### config.mk
export PLATFORM = sky130hd
export DESIGN_NAME = ext4_inode_locator_unit
export DESIGN_NICKNAME = d
export VERILOG_FILES = /design/src/sv/e4il_pkg.sv /design/src/sv/e4il_div.sv /design/src/sv/e4il_pwr_chk.sv /design/src/sv/ext4_inode_locator_unit.sv
export VERILOG_INCLUDE_DIRS = /design/src /design/src/sv
export SDC_FILE = /design/constraint.sdc
export NUM_CORES = 2
export LEC_CHECK = 0
export ABC_AREA = 1
export BUFFER_PORTS_ARGS = -buffer_cell sky130_fd_sc_hd__buf_2
export CAP_MARGIN = 20
export CELL_PAD_IN_SITES_DETAIL_PLACEMENT = 1
export CELL_PAD_IN_SITES_GLOBAL_PLACEMENT = 1
export CORE_ASPECT_RATIO = 0.5
export CORE_MARGIN = 2
export CORE_UTILIZATION = 40
export CTS_CLUSTER_DIAMETER = 60
export DETAILED_ROUTE_END_ITERATION = 6
export GPL_TIMING_DRIVEN = 0
export PLACE_DENSITY = 0.71
export SLEW_MARGIN = 5
export SYNTH_ARGS = -nofsm -noshare
export SYNTH_HDL_FRONTEND = slang
export SYNTH_HIERARCHICAL = 1
export SYNTH_SLANG_ARGS = --single-unit
### constraint.sdc
create_clock -name clk_i -period 10.55 [get_ports clk_i]
set_clock_uncertainty 0.05 [all_clocks]
set_input_delay 0.5275 -clock clk_i [delete_from_list [all_inputs] [get_ports clk_i]]
set_output_delay 0.5275 -clock clk_i [all_outputs]
set_load 0.05 [all_outputs]
### src/sv/ext4_inode_locator_unit_macros.svh
// ---------------------------------------------------------------------------
// ext4 inode locator assertion macros
// shared property forms for the locator checks
// ---------------------------------------------------------------------------
`ifndef EXT4_INODE_LOCATOR_UNIT_MACROS_SVH
`define EXT4_INODE_LOCATOR_UNIT_MACROS_SVH

// same-cycle implication
`define E4IL_ASSERT_SAME(lbl, clk, rst_n, ante, cons) \
  lbl: assert property (@(posedge clk) disable iff (!rst_n) (ante) |-> (cons)) \
    else $error("e4il same-cycle check failed");

// next-cycle implication
`define E4IL_ASSERT_NEXT(lbl, clk, rst_n, ante, cons) \
  lbl: assert property (@(posedge clk) disable iff (!rst_n) (ante) |=> (cons)) \
    else $error("e4il next-cycle check failed");

`endif

### src/sv/e4il_pkg.sv
// ---------------------------------------------------------------------------
// e4il_pkg
// types and constants of the ext4 inode locator
// ---------------------------------------------------------------------------
`timescale 1ns / 1ps

package e4il_pkg;

  localparam int unsigned MinBlockBytes = 1024;
  localparam int unsigned MinBlockLog   = 10;

  localparam logic [2:0] RegBlockSizeLog  = 3'd0;
  localparam logic [2:0] RegInodesPerGrp  = 3'd1;
  localparam logic [2:0] RegInodeSize     = 3'd2;
  localparam logic [2:0] RegBlocksPerGrp  = 3'd3;
  localparam logic [2:0] RegLayoutFlags   = 3'd4;
  localparam logic [2:0] RegBackupGroupA  = 3'd5;
  localparam logic [2:0] RegBackupGroupB  = 3'd6;
  localparam logic [2:0] RegDescSize      = 3'd7;

  localparam logic [1:0] SparseV1 = 2'd1;
  localparam logic [1:0] SparseV2 = 2'd2;

  typedef struct packed {
    logic [31:0] inode_number;
    logic [47:0] table_start_block;
  } in_item_t;

  typedef struct packed {
    logic [62:0] descriptor_address;
    logic [62:0] inode_address;
    logic [31:0] group_number;
    logic        bad_inode;
  } out_item_t;

  typedef enum logic [3:0] {
    ST_IDLE,
    ST_TBL,
    ST_BLK,
    ST_GRP,
    ST_GIX,
    ST_PRT,
    ST_BKP,
    ST_MUL,
    ST_FIN
  } seq_state_e;

endpackage

### src/sv/e4il_div.sv
// ---------------------------------------------------------------------------
// e4il_div
// shared restoring divider, one quotient bit per cycle
// ---------------------------------------------------------------------------
`timescale 1ns / 1ps

module e4il_div
  import e4il_pkg::*;
(
  input  logic        clk_i,
  input  logic        rst_ni,
  input  logic        start_i,
  input  logic [31:0] dividend_i,
  input  logic [17:0] divisor_i,
  output logic        done_o,
  output logic [31:0] quo_o,
  output logic [17:0] rem_o
);

  logic        run_q, run_d;
  logic [5:0]  cnt_q, cnt_d;
  logic [31:0] quo_q, quo_d;
  logic [17:0] rem_q, rem_d;
  logic [17:0] dvs_q, dvs_d;
  logic [18:0] trial;

  assign trial = {rem_q, quo_q[31]};

  always_comb begin
    run_d = run_q;
    cnt_d = cnt_q;
    quo_d = quo_q;
    rem_d = rem_q;
    dvs_d = dvs_q;
    if (start_i) begin
      run_d = 1'b1;
      cnt_d = 6'd32;
      quo_d = dividend_i;
      rem_d = '0;
      dvs_d = divisor_i;
    end else if (run_q) begin
      if (cnt_q == 6'd0) begin
        run_d = 1'b0;
      end else begin
        cnt_d = cnt_q - 6'd1;
        if (trial >= {1'b0, dvs_q}) begin
          rem_d = 18'(trial - {1'b0, dvs_q});
          quo_d = {quo_q[30:0], 1'b1};
        end else begin
          rem_d = trial[17:0];
          quo_d = {quo_q[30:0], 1'b0};
        end
      end
    end
  end

  always_ff @(posedge clk_i or negedge rst_ni) begin
    if (!rst_ni) begin
      run_q <= 1'b0;
      cnt_q <= '0;
    end else begin
      run_q <= run_d;
      cnt_q <= cnt_d;
    end
  end

  always_ff @(posedge clk_i) begin
    quo_q <= quo_d;
    rem_q <= rem_d;
    dvs_q <= dvs_d;
  end

  assign done_o = run_q && (cnt_q == 6'd0);
  assign quo_o  = quo_q;
  assign rem_o  = rem_q;

endmodule

### src/sv/e4il_pwr_chk.sv
// ---------------------------------------------------------------------------
// e4il_pwr_chk
// tests a group number for a power of 3, 5 or 7 by stepping a product
// ---------------------------------------------------------------------------
`timescale 1ns / 1ps

module e4il_pwr_chk
  import e4il_pkg::*;
(
  input  logic        clk_i,
  input  logic        rst_ni,
  input  logic        start_i,
  input  logic [31:0] group_i,
  output logic        done_o,
  output logic        hit_o
);

  logic        run_q, run_d;
  logic        done_q, done_d;
  logic        hit_q, hit_d;
  logic [1:0]  sel_q, sel_d;
  logic [34:0] p_q, p_d;
  logic [31:0] g_q, g_d;
  logic [34:0] p_next;

  always_comb begin
    case (sel_q)
      2'd0:    p_next = (p_q << 1) + p_q;
      2'd1:    p_next = (p_q << 2) + p_q;
      default: p_next = (p_q << 3) - p_q;
    endcase
  end

  always_comb begin
    run_d  = run_q;
    done_d = 1'b0;
    hit_d  = hit_q;
    sel_d  = sel_q;
    p_d    = p_q;
    g_d    = g_q;
    if (start_i) begin
      run_d = 1'b1;
      hit_d = 1'b0;
      sel_d = 2'd0;
      p_d   = 35'd1;
      g_d   = group_i;
    end else if (run_q) begin
      if (p_q == 35'(g_q)) begin
        hit_d  = 1'b1;
        run_d  = 1'b0;
        done_d = 1'b1;
      end else if (p_q > 35'(g_q)) begin
        if (sel_q == 2'd2) begin
          run_d  = 1'b0;
          done_d = 1'b1;
        end else begin
          sel_d = sel_q + 2'd1;
          p_d   = 35'd1;
        end
      end else begin
        p_d = p_next;
      end
    end
  end

  always_ff @(posedge clk_i or negedge rst_ni) begin
    if (!rst_ni) begin
      run_q  <= 1'b0;
      done_q <= 1'b0;
      hit_q  <= 1'b0;
      sel_q  <= '0;
    end else begin
      run_q  <= run_d;
      done_q <= done_d;
      hit_q  <= hit_d;
      sel_q  <= sel_d;
    end
  end

  always_ff @(posedge clk_i) begin
    p_q <= p_d;
    g_q <= g_d;
  end

  assign done_o = done_q;
  assign hit_o  = hit_q;

endmodule

### src/sv/ext4_inode_locator_unit.sv
// ---------------------------------------------------------------------------
// ext4_inode_locator_unit
// locates an inode's group, group descriptor and inode record on the volume
//
//   channel   direction  payload
//   in        input      in_item_t  (inode number, inode table start block)
//   out       output     out_item_t (descriptor and inode address, group, flag)
//   cfg       input      index 3 bits, data 32 bits, write only
//
// each item runs from acceptance through five divider passes, a power
// test and a shift-add multiply, after which the result is loaded
// an inode number of zero skips all of that and goes straight to the load
// the input stays stalled from acceptance until the result is registered
// the next item is taken while a finished result waits for the output side
// ---------------------------------------------------------------------------
`timescale 1ns / 1ps
`include "ext4_inode_locator_unit_macros.svh"

module ext4_inode_locator_unit
  import e4il_pkg::*;
(
  input  logic       clk_i,
  input  logic       rst_ni,
  input  logic       in_valid_i,
  output logic       in_stall_o,
  input  in_item_t   in_data_i,
  output logic       out_valid_o,
  input  logic       out_stall_i,
  output out_item_t  out_data_o,
  input  logic       cfg_we_i,
  input  logic [2:0] cfg_idx_i,
  input  logic [31:0] cfg_data_i
);

  // configuration
  logic [2:0]  bsl_q;
  logic [16:0] ipg_q;
  logic [12:0] isz_q;
  logic [16:0] bpg_q;
  logic [2:0]  lay_q;
  logic [31:0] bga_q;
  logic [31:0] bgb_q;
  logic [10:0] dsz_q;

  seq_state_e  state_q, state_d;
  logic        issued_q, issued_d;
  logic        in_acc, out_load;

  logic [31:0] ino_m1_q;
  logic [47:0] table_q;
  logic        bad_q;
  logic [17:0] per_tbl_q, per_blk_q;
  logic [31:0] group_q, gblk_q, gsel_q;
  logic [16:0] part_q, blk_q, prem_q;
  logic [17:0] gidx_q;
  logic [62:0] acc_q, mcand_q;
  logic [31:0] mplier_q;
  logic [5:0]  mcnt_q;

  logic        out_valid_q;
  out_item_t   out_q;

  logic        div_start, div_done;
  logic [31:0] div_dvd, div_quo;
  logic [17:0] div_dvs, div_rem;
  logic        pwr_start, pwr_done, pwr_hit;
  logic        mul_start, mul_done;
  logic        step_done;

  logic [17:0] bs;
  logic [4:0]  bshift;
  logic        holds_bk;
  logic [62:0] tbase, gblk_bytes, base, desc_addr, ino_addr;
  logic [17:0] quo_fix;

  assign bs     = 18'd1024 << bsl_q;
  assign bshift = 5'(MinBlockLog) + 5'(bsl_q);
  assign quo_fix = (div_quo == 32'd0) ? 18'd1 : div_quo[17:0];

  assign in_acc   = in_valid_i && !in_stall_o;
  assign out_load = (state_q == ST_FIN) && (!out_valid_q || !out_stall_i);
  assign mul_done = (state_q == ST_MUL) && issued_q && (mcnt_q == 6'd0);

  always_ff @(posedge clk_i or negedge rst_ni) begin
    if (!rst_ni) begin
      bsl_q <= 3'd2;
      ipg_q <= 17'd8192;
      isz_q <= 13'd256;
      bpg_q <= 17'd32768;
      lay_q <= 3'd1;
      bga_q <= '0;
      bgb_q <= '0;
      dsz_q <= 11'd32;
    end else if (cfg_we_i) begin
      case (cfg_idx_i)
        RegBlockSizeLog: bsl_q <= cfg_data_i[2:0];
        RegInodesPerGrp: ipg_q <= cfg_data_i[16:0];
        RegInodeSize:    isz_q <= cfg_data_i[12:0];
        RegBlocksPerGrp: bpg_q <= cfg_data_i[16:0];
        RegLayoutFlags:  lay_q <= cfg_data_i[2:0];
        RegBackupGroupA: bga_q <= cfg_data_i;
        RegBackupGroupB: bgb_q <= cfg_data_i;
        RegDescSize:     dsz_q <= cfg_data_i[10:0];
        default: ;
      endcase
    end
  end

  e4il_div u_div (
    .clk_i      (clk_i),
    .rst_ni     (rst_ni),
    .start_i    (div_start),
    .dividend_i (div_dvd),
    .divisor_i  (div_dvs),
    .done_o     (div_done),
    .quo_o      (div_quo),
    .rem_o      (div_rem)
  );

  e4il_pwr_chk u_pwr (
    .clk_i   (clk_i),
    .rst_ni  (rst_ni),
    .start_i (pwr_start),
    .group_i (gsel_q),
    .done_o  (pwr_done),
    .hit_o   (pwr_hit)
  );

  always_comb begin
    case (state_q)
      ST_TBL, ST_BLK, ST_GRP, ST_GIX, ST_PRT: step_done = div_done && issued_q;
      ST_BKP:  step_done = pwr_done && issued_q;
      ST_MUL:  step_done = mul_done;
      default: step_done = 1'b0;
    endcase
  end

  // next state
  always_comb begin
    state_d = state_q;
    case (state_q)
      ST_IDLE: if (in_acc) state_d = (in_data_i.inode_number == 32'd0) ? ST_FIN : ST_TBL;
      ST_TBL:  if (step_done) state_d = ST_BLK;
      ST_BLK:  if (step_done) state_d = ST_GRP;
      ST_GRP:  if (step_done) state_d = ST_GIX;
      ST_GIX:  if (step_done) state_d = ST_PRT;
      ST_PRT:  if (step_done) state_d = ST_BKP;
      ST_BKP:  if (step_done) state_d = ST_MUL;
      ST_MUL:  if (step_done) state_d = ST_FIN;
      ST_FIN:  if (out_load) state_d = ST_IDLE;
      default: state_d = ST_IDLE;
    endcase
  end

  // unit control
  always_comb begin
    in_stall_o = (state_q != ST_IDLE);
    div_start  = 1'b0;
    pwr_start  = 1'b0;
    mul_start  = 1'b0;
    div_dvd    = ino_m1_q;
    div_dvs    = {1'b0, ipg_q};
    issued_d   = issued_q;
    case (state_q)
      ST_TBL: begin
        div_dvd = 32'(bs);
        div_dvs = (dsz_q == 11'd0) ? bs : 18'(dsz_q);
      end
      ST_BLK: begin
        div_dvd = 32'(bs);
        div_dvs = (isz_q == 13'd0) ? bs : 18'(isz_q);
      end
      ST_GRP: begin
        div_dvd = ino_m1_q;
        div_dvs = (ipg_q == 17'd0) ? 18'd1 : {1'b0, ipg_q};
      end
      ST_GIX: begin
        div_dvd = group_q;
        div_dvs = per_tbl_q;
      end
      ST_PRT: begin
        div_dvd = 32'(part_q);
        div_dvs = per_blk_q;
      end
      default: ;
    endcase
    if (!issued_q) begin
      case (state_q)
        ST_TBL, ST_BLK, ST_GRP, ST_GIX, ST_PRT: begin
          div_start = 1'b1;
          issued_d  = 1'b1;
        end
        ST_BKP: begin
          pwr_start = 1'b1;
          issued_d  = 1'b1;
        end
        ST_MUL: begin
          mul_start = 1'b1;
          issued_d  = 1'b1;
        end
        default: ;
      endcase
    end else if (step_done) begin
      issued_d = 1'b0;
    end
  end

  always_ff @(posedge clk_i or negedge rst_ni) begin
    if (!rst_ni) begin
      state_q     <= ST_IDLE;
      issued_q    <= 1'b0;
      out_valid_q <= 1'b0;
    end else begin
      state_q  <= state_d;
      issued_q <= issued_d;
      if (out_load) begin
        out_valid_q <= 1'b1;
      end else if (!out_stall_i) begin
        out_valid_q <= 1'b0;
      end
    end
  end

  // datapath captures
  always_ff @(posedge clk_i) begin
    if (in_acc) begin
      ino_m1_q <= in_data_i.inode_number - 32'd1;
      table_q  <= in_data_i.table_start_block;
      bad_q    <= (in_data_i.inode_number == 32'd0);
    end
    if (step_done) begin
      case (state_q)
        ST_TBL: per_tbl_q <= quo_fix;
        ST_BLK: per_blk_q <= quo_fix;
        ST_GRP: begin
          group_q <= div_quo;
          part_q  <= div_rem[16:0];
        end
        ST_GIX: begin
          gblk_q <= div_quo;
          gidx_q <= div_rem;
        end
        ST_PRT: begin
          blk_q  <= div_quo[16:0];
          prem_q <= div_rem[16:0];
          gsel_q <= lay_q[2] ? (group_q - 32'(gidx_q)) : 32'd0;
        end
        default: ;
      endcase
    end
    if (mul_start) begin
      acc_q    <= '0;
      mcand_q  <= 63'({bpg_q, 7'd0} >> (3'd7 - bsl_q)) << MinBlockLog;
      mplier_q <= gsel_q;
      mcnt_q   <= 6'd32;
    end else if ((state_q == ST_MUL) && (mcnt_q != 6'd0)) begin
      if (mplier_q[0]) acc_q <= acc_q + mcand_q;
      mcand_q  <= mcand_q << 1;
      mplier_q <= mplier_q >> 1;
      mcnt_q   <= mcnt_q - 6'd1;
    end
    if (out_load) out_q <= bad_q ? out_item_t'({126'd0, 32'd0, 1'b1}) :
                                   out_item_t'({desc_addr, ino_addr, group_q, 1'b0});
  end

  // backup rule and address sums
  always_comb begin
    if (gsel_q == 32'd0) begin
      holds_bk = 1'b1;
    end else begin
      case (lay_q[1:0])
        SparseV1: holds_bk = pwr_hit;
        SparseV2: holds_bk = (gsel_q == bga_q) || (gsel_q == bgb_q);
        default:  holds_bk = 1'b1;
      endcase
    end
  end

  // offsets within a block stay below the block size
  assign tbase = acc_q + (holds_bk ? 63'(bs) : 63'd0)
               + (((gsel_q == 32'd0) && (bsl_q == 3'd0)) ? 63'(MinBlockBytes) : 63'd0);
  assign gblk_bytes = 63'(gblk_q) << bshift;
  assign base      = tbase + (lay_q[2] ? 63'd0 : gblk_bytes);
  assign desc_addr = base + 63'(gidx_q * 18'(dsz_q));
  assign ino_addr  = ((63'(table_q) + 63'(blk_q)) << bshift) + 63'(17'(isz_q) * prem_q);

  assign out_valid_o = out_valid_q;
  assign out_data_o  = out_q;

  `E4IL_ASSERT_NEXT(a_accept_leaves_idle, clk_i, rst_ni,
                    in_valid_i && !in_stall_o, state_q != ST_IDLE)
  `E4IL_ASSERT_NEXT(a_load_gives_valid, clk_i, rst_ni, out_load, out_valid_o)
  `E4IL_ASSERT_SAME(a_bad_zero, clk_i, rst_ni, out_valid_o && out_data_o.bad_inode,
                    out_data_o.inode_address == 63'd0 && out_data_o.group_number == 32'd0)
  `E4IL_ASSERT_SAME(a_one_unit, clk_i, rst_ni, 1'b1, !(div_start && pwr_start))

endmodule
==> qor.txt <==
Aggregate global-route resource usage: 29.6%
Number of post-CTS setup repair buffers: 0
Drt wl/cell: 22.5 microns
Max cap viols: 0
Global-route wire length before repair: 431 mm
Worst Setup Slack, final: 0.393 ns
Slew at the pin with the worst max-slew slack: 1.21 ns
Number of core rows: 112
Slew headroom: 18.9%
CTS H-tree depth: 3
Max-slew violation total from the final report: 0
CTS tree: done
Final instance count without filler cells: 12700
Clock latency of the later-clocked register in the worst-skew pair: 0.74 ns
Final weighted congestion in routability-driven placement: 0.968
Warnings from Yosys: 6
Maximum clock rate: 98.4 MHz
Number of fill cells in the layout: 23200
Largest incremental delay on the critical path: 0.95 ns
Iteration count of the initial detailed-routing pass: 5
1st-iter DRT viols: 5288
Floorplan die height: 310 microns
Per-cell via count in the routed design: 5.40
Shortest clock period the worst path allows after layout: 10.16 ns
Placed inst area: 0.0801 sq mm
Total number of clock tree sinks: 866
Proportion of layout cells with a drive suffix above 1: 7.37%
Final count of hold timing violations: 0
Period utilization: 96.3%
Synthesized area per cell: 7.76 sq um
Post-synthesis cell type with the largest combined area: sky130_fd_sc_hd__edfxtp_1
Maximum buffer depth of the clock tree: 3
Die width: 616 microns
Half-perimeter wire length of the detailed placement result: 235 mm
Grt total ovfl: 0
Count of input and output buffers: 280
Residual antenna-violating net count after detailed routing: 0
Placement-stage worst setup slack: 0.431 ns
Antenna violations before repair: 18
Portion of the post-synthesis area used by sequential elements: 32.2%
Number of instances in the synthesized netlist: 9658
Residual DRC: 0
Count of cell types in the netlist: 75
Area inside the core boundary: 0.186 sq mm
Top flip-flop cell by instance count after synthesis: sky130_fd_sc_hd__edfxtp_1
Data arrival time of the critical path: 10.61 ns
Async S/R FF share, synth: 16.9%
CTS clock-pin slew for the worst setup and hold paths: 0.07 ns
Largest net degree at the start of global routing: 101
Min-delay worst type: primary input to flop
Post-synthesis sequential element count: 866
Master cell of the clock root buffer: sky130_fd_sc_hd__clkbuf_16
Die outline area: 0.191 sq mm
Critical-path maximum fanout: 10
Inserted Clock Buffers: 95
Synth-to-Final Area Change: 12.0%
Number of global-route vias before repair: 70300
Critical Path Most Common Cell: sky130_fd_sc_hd__fa_1
Post-Route WL: 286 mm
Critical-path top delay cell: sky130_fd_sc_hd__clkbuf_1
Final Hold Slack: 0.0548 ns
Number of placed instances, taps included: 12500
Final standard cell area without fillers: 0.0840 sq mm
Setup-violating endpoint count in the final report: 0
Worst setup path category: flop to flop
Initial cell density of the core: 40.2%
RSZ-0062 raised after global routing: no
Result of the run: finished clean
Critical path endpoint category: flop
Post-layout net count: 11300
Top cells by area, synth: sky130_fd_sc_hd__edfxtp_1 (24%), sky130_fd_sc_hd__nand2_1 (12%), sky130_fd_sc_hd__fa_1 (11%), sky130_fd_sc_hd__ha_1 (10%), sky130_fd_sc_hd__inv_1 (7.8%)
Startpoint Class: flop
Total vias in the final route: 68800
Share of the synthesized area in the top cell type: 24.4%
Top-Level Pins: 281
Data required time at the worst endpoint: 11.00 ns
Number of flops mapped to enable cells by yosys: 608
Area of the mapped netlist: 0.0750 sq mm
[Yosys cell counts, types with 44 or more instances]
library cell               number
sky130_fd_sc_hd__nand2_1     2480
sky130_fd_sc_hd__inv_1       1549
sky130_fd_sc_hd__nor2_1       704
sky130_fd_sc_hd__nand3_1      618
sky130_fd_sc_hd__edfxtp_1     608
sky130_fd_sc_hd__ha_1         604
sky130_fd_sc_hd__o21ai_0      552
sky130_fd_sc_hd__a21oi_1      536
sky130_fd_sc_hd__fa_1         398
sky130_fd_sc_hd__clkbuf_1     217
sky130_fd_sc_hd__dfrtp_1      140
sky130_fd_sc_hd__dfxtp_1      112
sky130_fd_sc_hd__xnor2_1       92
sky130_fd_sc_hd__nand4_1       79
sky130_fd_sc_hd__nor3_1        70
sky130_fd_sc_hd__a31oi_1       68
sky130_fd_sc_hd__nand2_2       63
sky130_fd_sc_hd__o21a_1        56
sky130_fd_sc_hd__o21bai_1      54
sky130_fd_sc_hd__o211ai_1      53
sky130_fd_sc_hd__xor2_1        49
sky130_fd_sc_hd__nand3_2       45
sky130_fd_sc_hd__nand3b_1      44
sky130_fd_sc_hd__nor4_1        44
[area by class of cell]
type | count | area, sq um | share of cell area, %
antenna | 10 | 25.0 | 0.0298
buffer | 296 | 1240 | 1.48
clock buffer | 116 | 2590 | 3.08
clock inverter | 63 | 702 | 0.836
inverter | 1571 | 5900 | 7.03
multi-input combinational | 6946 | 43800 | 52.2
sequential | 866 | 24200 | 28.8
tap | 2508 | 3140 | 3.74
timing repair buffer | 360 | 2390 | 2.85
[critical path: cells and delay by family, from the launching register on]
kind	cells	cell delay, ns
AOI/OAI and AO/OA	8	2.26
adders and majority gates	8	3.60
buffers and inverters	8	2.36
DFF	1	0.81
and+or+nand+nor	7	0.80
[worst paths after layout]
check | start | endpoint | slack, ns | depth (start not counted)
worst max register to register | bsl_q[2]$_DFFE_PN0P_ | out_data_o[156]$_SDFFCE_PP0P_ | 0.39 | 31
worst min-delay path | cfg_data_i[31] | bgb_q[31]$_DFFE_PN0P_ | 0.05 | 3
min in group asynchronous | rst_ni | bgb_q[26]$_DFFE_PN0P_ | 0.23 | 2
max in group asynchronous | rst_ni | dsz_q[2]$_DFFE_PN0P_ | 9.26 | 3
worst max-delay path | bsl_q[2]$_DFFE_PN0P_ | out_data_o[156]$_SDFFCE_PP0P_ | 0.39 | 31
worst min register to register | bad_q$_DFFE_PP_ | out_data_o[0]$_DFFE_PP_ | 0.41 | 0
[per-layer routing]
metal	vias up	wire length [microns]	global-route usage, %
met5	-	13	0
met4	2	9610	9.07
met3	381	17100	4.19
met2	1790	131000	49.2
met1	34100	128000	40.2
li1	32500	-	-
[what timing repair did]
action / CTS / global route
resized for setup: 0 / 4
endpoints found under the hold margin: 107 / 0
setup endpoints to repair: 0 / 1
hold buffers: 58 / 0
[layout by cell type (no fill, tap or decap), types with 68 or more instances in the layout]
| cell type | count |
|---|---|
| sky130_fd_sc_hd__a21oi_1 | 536 |
| sky130_fd_sc_hd__nor3_1 | 70 |
| sky130_fd_sc_hd__inv_1 | 1549 |
| sky130_fd_sc_hd__edfxtp_1 | 608 |
| sky130_fd_sc_hd__nand2_1 | 2479 |
| sky130_fd_sc_hd__a31oi_1 | 68 |
| sky130_fd_sc_hd__xnor2_1 | 92 |
| sky130_fd_sc_hd__fa_1 | 398 |
| sky130_fd_sc_hd__clkbuf_16 | 97 |
| sky130_fd_sc_hd__buf_2 | 305 |
| sky130_fd_sc_hd__clkbuf_1 | 223 |
| sky130_fd_sc_hd__dfrtp_1 | 140 |
| sky130_fd_sc_hd__nand4_1 | 79 |
| sky130_fd_sc_hd__dfxtp_1 | 112 |
| sky130_fd_sc_hd__nand3_1 | 618 |
| sky130_fd_sc_hd__ha_1 | 604 |
| sky130_fd_sc_hd__o21ai_0 | 552 |
| sky130_fd_sc_hd__nor2_1 | 695 |
[per-stage QoR]
stage	utilization, %	setup TNS [ns]
floorplan	-	0
global placement	42.7	-199.70
detailed placement	43.0	0
CTS	45.0	0
global route	45.0	0
finish	45.1	0
[cells by family after synthesis]
logic type | after synthesis | synth area share [%]
AOI/OAI and AO/OA | 1491 | 11.2
xor gates and xnor gates | 141 | 1.65
adders and majority gates | 1002 | 20.7
buffers and inverters | 1868 | 9.52
DFF | 866 | 32.2
muxes | 22 | 0.294
other | 2 | 0.0100
and+or+nand+nor | 4266 | 24.4
[flip-flops by register name, summed over array words and instances, names as in the netlist, 35 cells and up]
| register | count |
|---|---|
| acc_q | 53 |
| mcand_q | 53 |
| out_data_o | 159 |
| table_q | 48 |
| u_pwr/p_q | 35 |
Power is not shown: default switching activity piles up to over one toggle a cycle in this logic, so the estimate is an artifact.
